### config.mk
export PLATFORM = sky130hd
export DESIGN_NAME = ogg_page_header_parser_core_flat
export DESIGN_NICKNAME = d
export VERILOG_FILES = /design/src/hw/rtl/oggp_pkg.sv /design/src/hw/rtl/oggp_in_if.sv /design/src/hw/rtl/oggp_out_if.sv /design/src/hw/rtl/oggp_step.sv /design/src/hw/rtl/ogg_page_header_parser_core.sv /design/src/flat_wrapper.sv
export SDC_FILE = /design/constraint.sdc
export NUM_CORES = 1
export LEC_CHECK = 0
export ABC_AREA = 1
export BUFFER_PORTS_ARGS = -buffer_cell sky130_fd_sc_hd__buf_2
export CORE_MARGIN = 10
export CORE_UTILIZATION = 50
export CTS_CLUSTER_SIZE = 25
export DETAILED_ROUTE_END_ITERATION = 7
export PLACE_DENSITY = 0.7
export SYNTH_ARGS = -nofsm -noshare
export SYNTH_HDL_FRONTEND = slang
export SYNTH_SLANG_ARGS = --single-unit
### constraint.sdc
create_clock -name i_clk -period 16.35 [get_ports i_clk]
set_input_delay 3.27 -clock i_clk [delete_from_list [all_inputs] [get_ports i_clk]]
set_output_delay 3.27 -clock i_clk [all_outputs]
set_load 0.05 [all_outputs]
### src/hw/rtl/oggp_pkg.sv
package oggp_pkg;

    // Parser position within a page
    typedef enum logic [3:0] {
        ST_CAP_O    = 4'd0,
        ST_CAP_G1   = 4'd1,
        ST_CAP_G2   = 4'd2,
        ST_CAP_S    = 4'd3,
        ST_VERSION  = 4'd4,
        ST_HTYPE    = 4'd5,
        ST_GRANULE  = 4'd6,
        ST_SERIAL   = 4'd7,
        ST_PAGENO   = 4'd8,
        ST_CHECKSUM = 4'd9,
        ST_SEGCOUNT = 4'd10,
        ST_SEGTABLE = 4'd11,
        ST_DATA     = 4'd12
    } t_state;

    // Status codes of a result word
    localparam logic [1:0] STAT_HEADER  = 2'd0;
    localparam logic [1:0] STAT_DONE    = 2'd1;
    localparam logic [1:0] STAT_PAYLOAD = 2'd2;
    localparam logic [1:0] STAT_ERROR   = 2'd3;

    // Capture pattern and stream version
    localparam logic [7:0] LETTER_O_UC   = 8'h4F;
    localparam logic [7:0] LETTER_G_LC   = 8'h67;
    localparam logic [7:0] LETTER_S_UC   = 8'h53;
    localparam logic [7:0] STREAM_VERSION = 8'h00;

    // Lane index of the final byte of a field
    localparam logic [2:0] LANE_LAST64 = 3'd7;
    localparam logic [1:0] LANE_LAST32 = 2'd3;

    // Parser context carried from one byte to the next
    typedef struct packed {
        t_state        parse_state;
        logic [2:0]    field_byte_index;
        logic [7:0]    page_type_flags;
        logic [63:0]   granule_value;
        logic [31:0]   stream_serial;
        logic [31:0]   page_sequence;
        logic [7:0]    segment_count;
        logic [7:0]    segment_index;
        logic [15:0]   page_length_sum;
        logic [15:0]   payload_position;
    } t_ctx;

    localparam t_ctx CTX_RESET = '{parse_state: ST_CAP_O, default: '0};

    // One result word
    typedef struct packed {
        logic [1:0]         status;
        logic [7:0]         data_byte;
        logic [7:0]         header_type;
        logic signed [63:0] granule_position;
        logic signed [31:0] serial_number;
        logic [31:0]        page_number;
        logic [15:0]        payload_length;
        logic               last_of_page;
    } t_result;

endpackage

### src/hw/rtl/oggp_in_if.sv
interface oggp_in_if;
    logic       valid;
    logic       ready;
    logic [7:0] in_byte;

    modport source (output valid, output in_byte, input ready);
    modport sink   (input valid, input in_byte, output ready);
endinterface

### src/hw/rtl/oggp_out_if.sv
interface oggp_out_if;
    logic               valid;
    logic               ready;
    logic [1:0]         status;
    logic [7:0]         data_byte;
    logic [7:0]         header_type;
    logic signed [63:0] granule_position;
    logic signed [31:0] serial_number;
    logic [31:0]        page_number;
    logic [15:0]        payload_length;
    logic               last_of_page;

    modport source (
        output valid, output status, output data_byte, output header_type,
        output granule_position, output serial_number, output page_number,
        output payload_length, output last_of_page, input ready
    );
    modport sink (
        input valid, input status, input data_byte, input header_type,
        input granule_position, input serial_number, input page_number,
        input payload_length, input last_of_page, output ready
    );
endinterface

### src/hw/rtl/oggp_step.sv
module oggp_step (
    input  oggp_pkg::t_ctx    i_ctx,
    input  logic [7:0]        i_byte,
    output oggp_pkg::t_ctx    o_ctx,
    output oggp_pkg::t_result o_res
);

    logic [15:0] w_sum_next;
    logic [7:0]  w_seg_next;
    logic [15:0] w_pos_next;
    logic [1:0]  w_status;
    logic [7:0]  w_data;
    logic        w_last;

    // Running totals for the segment table and the payload
    assign w_sum_next = i_ctx.page_length_sum + {8'd0, i_byte};
    assign w_seg_next = i_ctx.segment_index + 8'd1;
    assign w_pos_next = i_ctx.payload_position + 16'd1;

    // Decode one byte against the current parser position
    always_comb begin
        o_ctx    = i_ctx;
        w_status = oggp_pkg::STAT_HEADER;
        w_data   = 8'd0;
        w_last   = 1'b0;
        unique case (i_ctx.parse_state)
            oggp_pkg::ST_CAP_G1: begin
                if (i_byte == oggp_pkg::LETTER_G_LC) o_ctx.parse_state = oggp_pkg::ST_CAP_G2;
                else w_status = oggp_pkg::STAT_ERROR;
            end
            oggp_pkg::ST_CAP_G2: begin
                if (i_byte == oggp_pkg::LETTER_G_LC) o_ctx.parse_state = oggp_pkg::ST_CAP_S;
                else w_status = oggp_pkg::STAT_ERROR;
            end
            oggp_pkg::ST_CAP_S: begin
                if (i_byte == oggp_pkg::LETTER_S_UC) o_ctx.parse_state = oggp_pkg::ST_VERSION;
                else w_status = oggp_pkg::STAT_ERROR;
            end
            oggp_pkg::ST_VERSION: begin
                if (i_byte == oggp_pkg::STREAM_VERSION) o_ctx.parse_state = oggp_pkg::ST_HTYPE;
                else w_status = oggp_pkg::STAT_ERROR;
            end
            oggp_pkg::ST_HTYPE: begin
                o_ctx.page_type_flags  = i_byte;
                o_ctx.field_byte_index = 3'd0;
                o_ctx.parse_state      = oggp_pkg::ST_GRANULE;
            end
            oggp_pkg::ST_GRANULE: begin
                o_ctx.granule_value[{i_ctx.field_byte_index, 3'b000} +: 8] = i_byte;
                if (i_ctx.field_byte_index == oggp_pkg::LANE_LAST64) begin
                    o_ctx.field_byte_index = 3'd0;
                    o_ctx.parse_state      = oggp_pkg::ST_SERIAL;
                end else begin
                    o_ctx.field_byte_index = i_ctx.field_byte_index + 3'd1;
                end
            end
            oggp_pkg::ST_SERIAL: begin
                o_ctx.stream_serial[{i_ctx.field_byte_index[1:0], 3'b000} +: 8] = i_byte;
                if (i_ctx.field_byte_index[1:0] == oggp_pkg::LANE_LAST32) begin
                    o_ctx.field_byte_index = 3'd0;
                    o_ctx.parse_state      = oggp_pkg::ST_PAGENO;
                end else begin
                    o_ctx.field_byte_index = i_ctx.field_byte_index + 3'd1;
                end
            end
            oggp_pkg::ST_PAGENO: begin
                o_ctx.page_sequence[{i_ctx.field_byte_index[1:0], 3'b000} +: 8] = i_byte;
                if (i_ctx.field_byte_index[1:0] == oggp_pkg::LANE_LAST32) begin
                    o_ctx.field_byte_index = 3'd0;
                    o_ctx.parse_state      = oggp_pkg::ST_CHECKSUM;
                end else begin
                    o_ctx.field_byte_index = i_ctx.field_byte_index + 3'd1;
                end
            end
            oggp_pkg::ST_CHECKSUM: begin
                // skip the CRC bytes
                if (i_ctx.field_byte_index[1:0] == oggp_pkg::LANE_LAST32) begin
                    o_ctx.field_byte_index = 3'd0;
                    o_ctx.parse_state      = oggp_pkg::ST_SEGCOUNT;
                end else begin
                    o_ctx.field_byte_index = i_ctx.field_byte_index + 3'd1;
                end
            end
            oggp_pkg::ST_SEGCOUNT: begin
                o_ctx.segment_count   = i_byte;
                o_ctx.segment_index   = 8'd0;
                o_ctx.page_length_sum = 16'd0;
                if (i_byte == 8'd0) begin
                    // empty table: header done, nothing to pass out
                    o_ctx.payload_position = 16'd0;
                    o_ctx.parse_state      = oggp_pkg::ST_CAP_O;
                    w_status               = oggp_pkg::STAT_DONE;
                end else begin
                    o_ctx.parse_state = oggp_pkg::ST_SEGTABLE;
                end
            end
            oggp_pkg::ST_SEGTABLE: begin
                o_ctx.page_length_sum = w_sum_next;
                o_ctx.segment_index   = w_seg_next;
                if (w_seg_next >= i_ctx.segment_count) begin
                    o_ctx.payload_position = 16'd0;
                    o_ctx.parse_state      = (w_sum_next == 16'd0) ? oggp_pkg::ST_CAP_O
                                                                   : oggp_pkg::ST_DATA;
                    w_status               = oggp_pkg::STAT_DONE;
                end
            end
            oggp_pkg::ST_DATA: begin
                w_status               = oggp_pkg::STAT_PAYLOAD;
                w_data                 = i_byte;
                o_ctx.payload_position = w_pos_next;
                if (w_pos_next >= i_ctx.page_length_sum) begin
                    w_last            = 1'b1;
                    o_ctx.parse_state = oggp_pkg::ST_CAP_O;
                end
            end
            default: begin
                // capture start, also taken by unused codes
                if (i_byte == oggp_pkg::LETTER_O_UC) begin
                    o_ctx.parse_state = oggp_pkg::ST_CAP_G1;
                end else begin
                    o_ctx.parse_state = oggp_pkg::ST_CAP_O;
                    w_status          = oggp_pkg::STAT_ERROR;
                end
            end
        endcase
    end

    // Result word reflects the context after this byte
    always_comb begin
        o_res.status           = w_status;
        o_res.data_byte        = w_data;
        o_res.header_type      = o_ctx.page_type_flags;
        o_res.granule_position = o_ctx.granule_value;
        o_res.serial_number    = o_ctx.stream_serial;
        o_res.page_number      = o_ctx.page_sequence;
        o_res.payload_length   = o_ctx.page_length_sum;
        o_res.last_of_page     = w_last;
    end

endmodule

### src/hw/rtl/ogg_page_header_parser_core.sv
// Ogg page header parser.
// i_in carries one stream byte per word (valid/ready). o_out carries one result
// word for every byte taken: a status (header byte, header complete, payload
// byte, format error), the payload byte, the page fields gathered so far and a
// last-of-page flag on the final payload byte of a page.
// Flow: a byte taken is held in the input register, parsed, and its result word
// is written to the result register, which drives o_out.
// Throughput: one byte per cycle while o_out is ready, set by the single parse
// stage that updates the page context between the input and result registers.
// Stalls: when o_out is not ready the result register holds and the input
// register still takes one more byte; i_in.ready then drops until the result
// word is taken.
// Reset (i_rst_n low, synchronous): both registers empty, the parser expects
// the capture letter O and all page fields of the context read as zero.
module ogg_page_header_parser_core (
    input  logic       i_clk,
    input  logic       i_rst_n,
    oggp_in_if.sink    i_in,
    oggp_out_if.source o_out
);

    logic              r_in_valid;
    logic [7:0]        r_in_byte;
    logic              r_out_valid;
    oggp_pkg::t_result r_out;
    oggp_pkg::t_ctx    r_ctx;
    oggp_pkg::t_ctx    n_ctx;
    oggp_pkg::t_result n_out;
    logic              w_advance;

    // Move a byte from the input register into the result register
    assign w_advance  = r_in_valid && (!r_out_valid || o_out.ready);
    assign i_in.ready = !r_in_valid || w_advance;

    oggp_step u_step (
        .i_ctx  (r_ctx),
        .i_byte (r_in_byte),
        .o_ctx  (n_ctx),
        .o_res  (n_out)
    );

    // Input register
    always_ff @(posedge i_clk) begin
        if (!i_rst_n) begin
            r_in_valid <= 1'b0;
        end else if (i_in.ready) begin
            r_in_valid <= i_in.valid;
        end
        if (i_in.valid && i_in.ready) begin
            r_in_byte <= i_in.in_byte;
        end
    end

    // Parser context, advanced once per byte
    always_ff @(posedge i_clk) begin
        if (!i_rst_n) begin
            r_ctx <= oggp_pkg::CTX_RESET;
        end else if (w_advance) begin
            r_ctx <= n_ctx;
        end
    end

    // Result register, held while the receiver stalls
    always_ff @(posedge i_clk) begin
        if (!i_rst_n) begin
            r_out_valid <= 1'b0;
        end else if (w_advance) begin
            r_out_valid <= 1'b1;
        end else if (o_out.ready) begin
            r_out_valid <= 1'b0;
        end
        if (w_advance) begin
            r_out <= n_out;
        end
    end

    assign o_out.valid            = r_out_valid;
    assign o_out.status           = r_out.status;
    assign o_out.data_byte        = r_out.data_byte;
    assign o_out.header_type      = r_out.header_type;
    assign o_out.granule_position = r_out.granule_position;
    assign o_out.serial_number    = r_out.serial_number;
    assign o_out.page_number      = r_out.page_number;
    assign o_out.payload_length   = r_out.payload_length;
    assign o_out.last_of_page     = r_out.last_of_page;

endmodule
### src/flat_wrapper.sv
// flat-port wrapper written by rule: the top's interface ports become plain ports
module ogg_page_header_parser_core_flat 
  (i_clk, i_rst_n, i_in_valid, i_in_in_byte, i_in_ready, o_out_valid, o_out_status, o_out_data_byte, o_out_header_type, o_out_granule_position, o_out_serial_number, o_out_page_number, o_out_payload_length, o_out_last_of_page, o_out_ready);
  oggp_in_if i_in_i ();
  oggp_out_if o_out_i ();
  input  logic i_clk;
  input  logic i_rst_n;
  input wire logic [$bits(i_in_i.valid)-1:0] i_in_valid;
  input wire logic [$bits(i_in_i.in_byte)-1:0] i_in_in_byte;
  output wire logic [$bits(i_in_i.ready)-1:0] i_in_ready;
  output wire logic [$bits(o_out_i.valid)-1:0] o_out_valid;
  output wire logic [$bits(o_out_i.status)-1:0] o_out_status;
  output wire logic [$bits(o_out_i.data_byte)-1:0] o_out_data_byte;
  output wire logic [$bits(o_out_i.header_type)-1:0] o_out_header_type;
  output wire logic [$bits(o_out_i.granule_position)-1:0] o_out_granule_position;
  output wire logic [$bits(o_out_i.serial_number)-1:0] o_out_serial_number;
  output wire logic [$bits(o_out_i.page_number)-1:0] o_out_page_number;
  output wire logic [$bits(o_out_i.payload_length)-1:0] o_out_payload_length;
  output wire logic [$bits(o_out_i.last_of_page)-1:0] o_out_last_of_page;
  input wire logic [$bits(o_out_i.ready)-1:0] o_out_ready;
  assign i_in_i.valid = i_in_valid;
  assign i_in_i.in_byte = i_in_in_byte;
  assign i_in_ready = i_in_i.ready;
  assign o_out_valid = o_out_i.valid;
  assign o_out_status = o_out_i.status;
  assign o_out_data_byte = o_out_i.data_byte;
  assign o_out_header_type = o_out_i.header_type;
  assign o_out_granule_position = o_out_i.granule_position;
  assign o_out_serial_number = o_out_i.serial_number;
  assign o_out_page_number = o_out_i.page_number;
  assign o_out_payload_length = o_out_i.payload_length;
  assign o_out_last_of_page = o_out_i.last_of_page;
  assign o_out_i.ready = o_out_ready;
  ogg_page_header_parser_core u_core (.i_clk(i_clk), .i_rst_n(i_rst_n), .i_in(i_in_i), .o_out(o_out_i));
endmodule
# Word-level counts from Yosys, hierarchy flattened
# Cells that the tools add are included.
# totals
word_cells	119
ff_bits	364
# op_classes
n_eq_ne	28
shift	4
addsub	6
n_reduce_logical	20
n_lt_le_gt_ge	2
n_mux	38
# ops
op	count
32-bit bitwise mux	2
64-bit bitwise mux	1
32-bit 2-to-1 mux	2
64-bit 2-to-1 mux	1
8-bit by 8-bit variable shift with 64-bit output (first input constant)	1
8-bit by 8-bit variable part select with 64-bit output	1
4-bit 2-to-1 mux	12
16-bit one-hot mux with 3 select lines	1
24-bit one-hot mux with 2 select lines	1
4-bit one-hot mux with 12 select lines	1
16-bit 2-to-1 mux	2
8-bit by 7-bit variable shift with 32-bit output (first input constant)	1
8-bit by 7-bit variable part select with 32-bit output	1
8-bit by 7-bit equality test with 1-bit output (second input constant)	3
2-bit != test (second input constant)	11
4-bit equality test (second input constant)	5
16-bit by 1-bit adder with 16-bit output (second input constant)	1
16-bit by 8-bit adder with 16-bit output	1
4-bit by 3-bit equality test with 1-bit output (second input constant)	4
16-bit >= comparator	1
16-bit zero test	1
2-bit one-hot mux with 7 select lines	1
11-bit AND reduction	1
3-bit one-hot mux with 3 select lines	1
24 further kinds	41

# Depth between registers and ports, before layout
# logic_depth
word_depth	5
mapped_depth	20

# Hierarchy
# Synthesis repeated with hierarchy kept, for this count alone.
# unflattened
hier_cells	2524
area_unflattened_um2	20138.1
# modules_own_cells
mod	area_each_um2	cells_per_inst	instances
ogg_page_header_parser_core	13854.5	1436	1
oggp_step	6283.5	1088	1

# Least setup slack after synthesis
# Ideal clock, no wire load.
# synth_timing
kind	input to register
startpoint	input o_out_ready
endpoint	register u_core.r_ctx[156] (netlist bit)
n_path_buf	3
slack_ns	7.087
t_arrival_ns	8.915
cell_stages	8
path_cell_list	inv_1 nand2_1 nand2_1 buf_2 inv_2 clkbuf_1 clkbuf_1 a21oi_1
# synth_via
elab_chain_cells	2
# synth_lines
element	line_no	rtl
start: declaration	flat_wrapper.sv:20	input wire logic [$bits(o_out_i.ready)-1:0] o_out_ready;
1-bit logical OR	ogg_page_header_parser_core.sv:32	assign w_advance = r_in_valid && (!r_out_valid || o_out.ready);
1-bit logical AND	ogg_page_header_parser_core.sv:32	
net u_core.w_advance	ogg_page_header_parser_core.sv:29	logic w_advance;
end signal: assignment	ogg_page_header_parser_core.sv:57	r_ctx <= oggp_pkg::CTX_RESET;
end signal: assignment	ogg_page_header_parser_core.sv:59	r_ctx <= n_ctx;
end: declaration	ogg_page_header_parser_core.sv:26	oggp_pkg::t_ctx r_ctx;
# The timed path passes the listed nets, and every way through them passes these cells.
# A chain may end at the register's enable or synchronous reset.

# Worst setup path in the final report
# layout_timing
startpoint	input o_out_ready
endpoint	output i_in_ready
# layout_via
elab_chain_cells	3
# layout_lines
element	line_no	rtl
1-bit logical OR	ogg_page_header_parser_core.sv:32	
1-bit logical AND	ogg_page_header_parser_core.sv:32	
1-bit logical OR	ogg_page_header_parser_core.sv:33	assign i_in.ready = !r_in_valid || w_advance;
end: declaration	flat_wrapper.sv:10	output wire logic [$bits(i_in_i.ready)-1:0] i_in_ready;
# Every way passes these cells.

==> results.json <==
{
  "synth_fp_nets": 2042,
  "clkTransAtPathRegs_ns": 0.05,
  "hold_viol_final": 0,
  "drive_above_1_share_pct": 13.5,
  "start_util_pct": 50.8,
  "area_delta_synth_final_pct": 15.1,
  "wl_um": 43500,
  "place_hpwl_um": 29600,
  "min_period_ns": 7.02,
  "worstPathRequired_ns": 13.08,
  "grt_max_degree": 111,
  "yosys_register_bits": 364,
  "fin_worst_skew_ns": 0.0237,
  "io_pins": 177,
  "maxSlewHeadroom_pct": 19.1,
  "portBuffers": 176,
  "finalMaxSlewViolations": 0,
  "crit_type": "input pin to output port",
  "p_per_area_nw_per_um2": 115,
  "dr.pass1.iters": 5,
  "wl_per_cell_um": 16.8,
  "h-tree-depth": 2,
  "rr_worst_depth": 9,
  "cts_setup_buffers": 0,
  "nets": 2180,
  "rrSetupSlack_ns": 12.25,
  "worstSkewPairLatency_ns": 0.54,
  "post_cts_resized": 0,
  "netlist_area_um2": 16600,
  "rsz0062_at_grt": "false",
  "cts_sinks": 364,
  "crit_arrival_ns": 3.75,
  "synth_cell_type_count": 41,
  "synthCells": 1986,
  "drt_iter0_drc": 1273,
  "grt_use_total_pct": 20.6,
  "maxCapViolCount": 0,
  "worstPathMaxFanout": 3,
  "die_h_um": 202,
  "async_flop_share_pct": 0,
  "antenna_found_initial": 0,
  "vias": 13530,
  "drc": 0,
  "synth_ff_type": "dfxtp_1",
  "cts-root-buf": "clkbuf_16",
  "endpoint_kind": "output port",
  "max_freq_mhz": 142,
  "diodes": 0,
  "fin_crit_sh_pct": 42.9,
  "final_core_util_pct": 58.5,
  "synth_edf_count": 171,
  "tightest_slew_ns": 1.21,
  "cts_hold_buf": 0,
  "viasPerCell": 5.21,
  "finalSetupViolCount": 0,
  "yosys_warnings": 0,
  "post_synth.cell_area_avg_um2": 8.37,
  "cts_tree": "done",
  "hold_path_depth": 2,
  "grt_pass1_wl_um": 69400,
  "ir_drop_uv": 76.4,
  "min_path_type": "flop to flop",
  "clockBufferDepth": 3,
  "ys_seq_area_share_pct": 54.2,
  "p_leak_nw": 8.86,
  "numCtsBuffers": 39,
  "core_um2": 32700,
  "overflow": 0,
  "grt_pass1_vias": 12936,
  "gp_congestion": 0.836,
  "critPathLaunchType": "input pin",
  "num_rows": 66,
  "antenna_left": 0,
  "status": "finished, final reports clean",
  "setup-tns-final_ns": 0,
  "dieArea_um2": 40900,
  "die_w_um": 202
}
[registers in the layout, summed over array words and instances, names as in the netlist]
| register | count |
|---|---|
| u_core.o_out.serial_number | 32 |
| u_core.o_out.header_type | 8 |
| u_core.r_in_valid | 1 |
| u_core.o_out.granule_position | 64 |
| u_core.r_in_byte | 8 |
| u_core.o_out.valid | 1 |
| u_core.o_out.last_of_page | 1 |
| u_core.r_ctx | 191 |
| u_core.o_out.status | 2 |
| u_core.o_out.data_byte | 8 |
| u_core.o_out.page_number | 32 |
| u_core.o_out.payload_length | 16 |
[final cells by class]
type	instances	area, um2
clock buffers	44	1020
clock inverters	28	348
fillers	2952	13600
inverters	355	1340
multi-input cells	1182	5930
flip-flops and latches	364	9000
well taps	442	553
repair buffers	182	926
[logic make-up after synthesis]
family                     share of synthesized area, %
and+or+nand+nor                                    15.7
AOI/OAI and AO/OA                                  15.5
buffers and inverters                              10.2
DFF                                                54.2
adders and majority gates                          3.36
xor gates and xnor gates                           1.05
[final timing paths]
path                                         from                              to
setup / recovery                      o_out_ready                      i_in_ready
hold / removal      u_core.r_ctx[39]$_SDFFE_PN0P_   u_core.r_ctx[39]$_SDFFE_PN0P_
setup reg to reg  u_core.o_out.valid$_SDFFE_PN0P_  u_core.r_ctx[173]$_SDFFE_PN0P_
hold reg to reg     u_core.r_ctx[39]$_SDFFE_PN0P_   u_core.r_ctx[39]$_SDFFE_PN0P_
[Yosys cell counts (12+ instances only)]
| master | count | share of area [%] |
|---|---|---|
| buf_2 | 14 | 0.42 |
| nand2_1 | 281 | 6.3 |
| nor2_1 | 187 | 4.2 |
| o22ai_1 | 12 | 0.45 |
| edfxtp_1 | 171 | 31 |
| dfxtp_1 | 193 | 23 |
| ha_1 | 43 | 3.2 |
| nor3_1 | 24 | 0.72 |
| o21ai_0 | 296 | 8.9 |
| nand4_1 | 16 | 0.60 |
| clkbuf_1 | 62 | 1.4 |
| xor2_1 | 18 | 0.95 |
| nand3_1 | 60 | 1.8 |
| or2_2 | 32 | 1.2 |
| inv_1 | 347 | 7.8 |
| a21oi_1 | 177 | 5.3 |
[critical path: stages]
cell	delay, ns
buf_2	0.07
inv_1	0.04
nand3_1	0.09
buf_2	0.28
[metrics by stage]
stage / area (um2) / hold slack [ns] / worst slack (ns) / std cells / total power [mW]
2_1_floorplan: 16600 / 0.457 / 7.09 / 1986 / 1.22
5_1_grt: 19100 / 0.499 / 9.22 / 2597 / 2.28
6_report: 19100 / 0.479 / 9.33 / 2597 / 2.20
3_5_place_dp: 17700 / 0.476 / 9.22 / 2525 / 1.28
3_3_place_gp: 17700 / 0.467 / 9.33 / 2525 / 1.27
4_1_cts: 19100 / 0.484 / 9.32 / 2597 / 2.21
[metal layers]
metal | vias to the layer above | wire [um] | global-route usage, %
met4 | 0 | 1290 | 7.06
met2 | 376 | 20900 | 34.7
li1 | 6751 | - | -
met1 | 6317 | 18800 | 26.2
met3 | 86 | 2490 | 3.65
met5 | - | 0 | 0
[report_power, final]
group	internal, mW	switching, mW
Combinational	0.0517	0.175
Sequential	1.01	0.0212
Clock	0.579	0.365
[cell usage in the layout, fill, tap and decap left out, types with 2 or more instances in the layout]
master	netlist	final
clkinv_1	4	11
o22ai_1	12	12
o21ai_0	296	296
nand3_1	60	60
edfxtp_1	171	171
xnor2_1	2	2
inv_1	347	347
a21oi_1	177	177
clkbuf_16	0	39
inv_2	3	2
a22oi_1	2	2
or2_1	2	2
nand3b_1	4	4
nor2_8	2	2
clkinv_2	1	8
o21ai_1	4	4
o2111ai_1	2	2
clkbuf_8	0	3
nand4_1	16	16
dfxtp_1	193	193
buf_2	14	176
ha_1	43	43
clkbuf_1	62	2
bufinv_16	0	8
nor4_1	2	2
xor2_1	18	18
nor2_2	3	3
inv_6	0	3
nor3_1	24	24
a211oi_1	3	3
nor2_1	187	187
or2_2	32	32
o21a_1	2	2
buf_4	3	6
nand2_1	281	280
o2bb2ai_1	2	2
(Power assumes the default switching activity.)
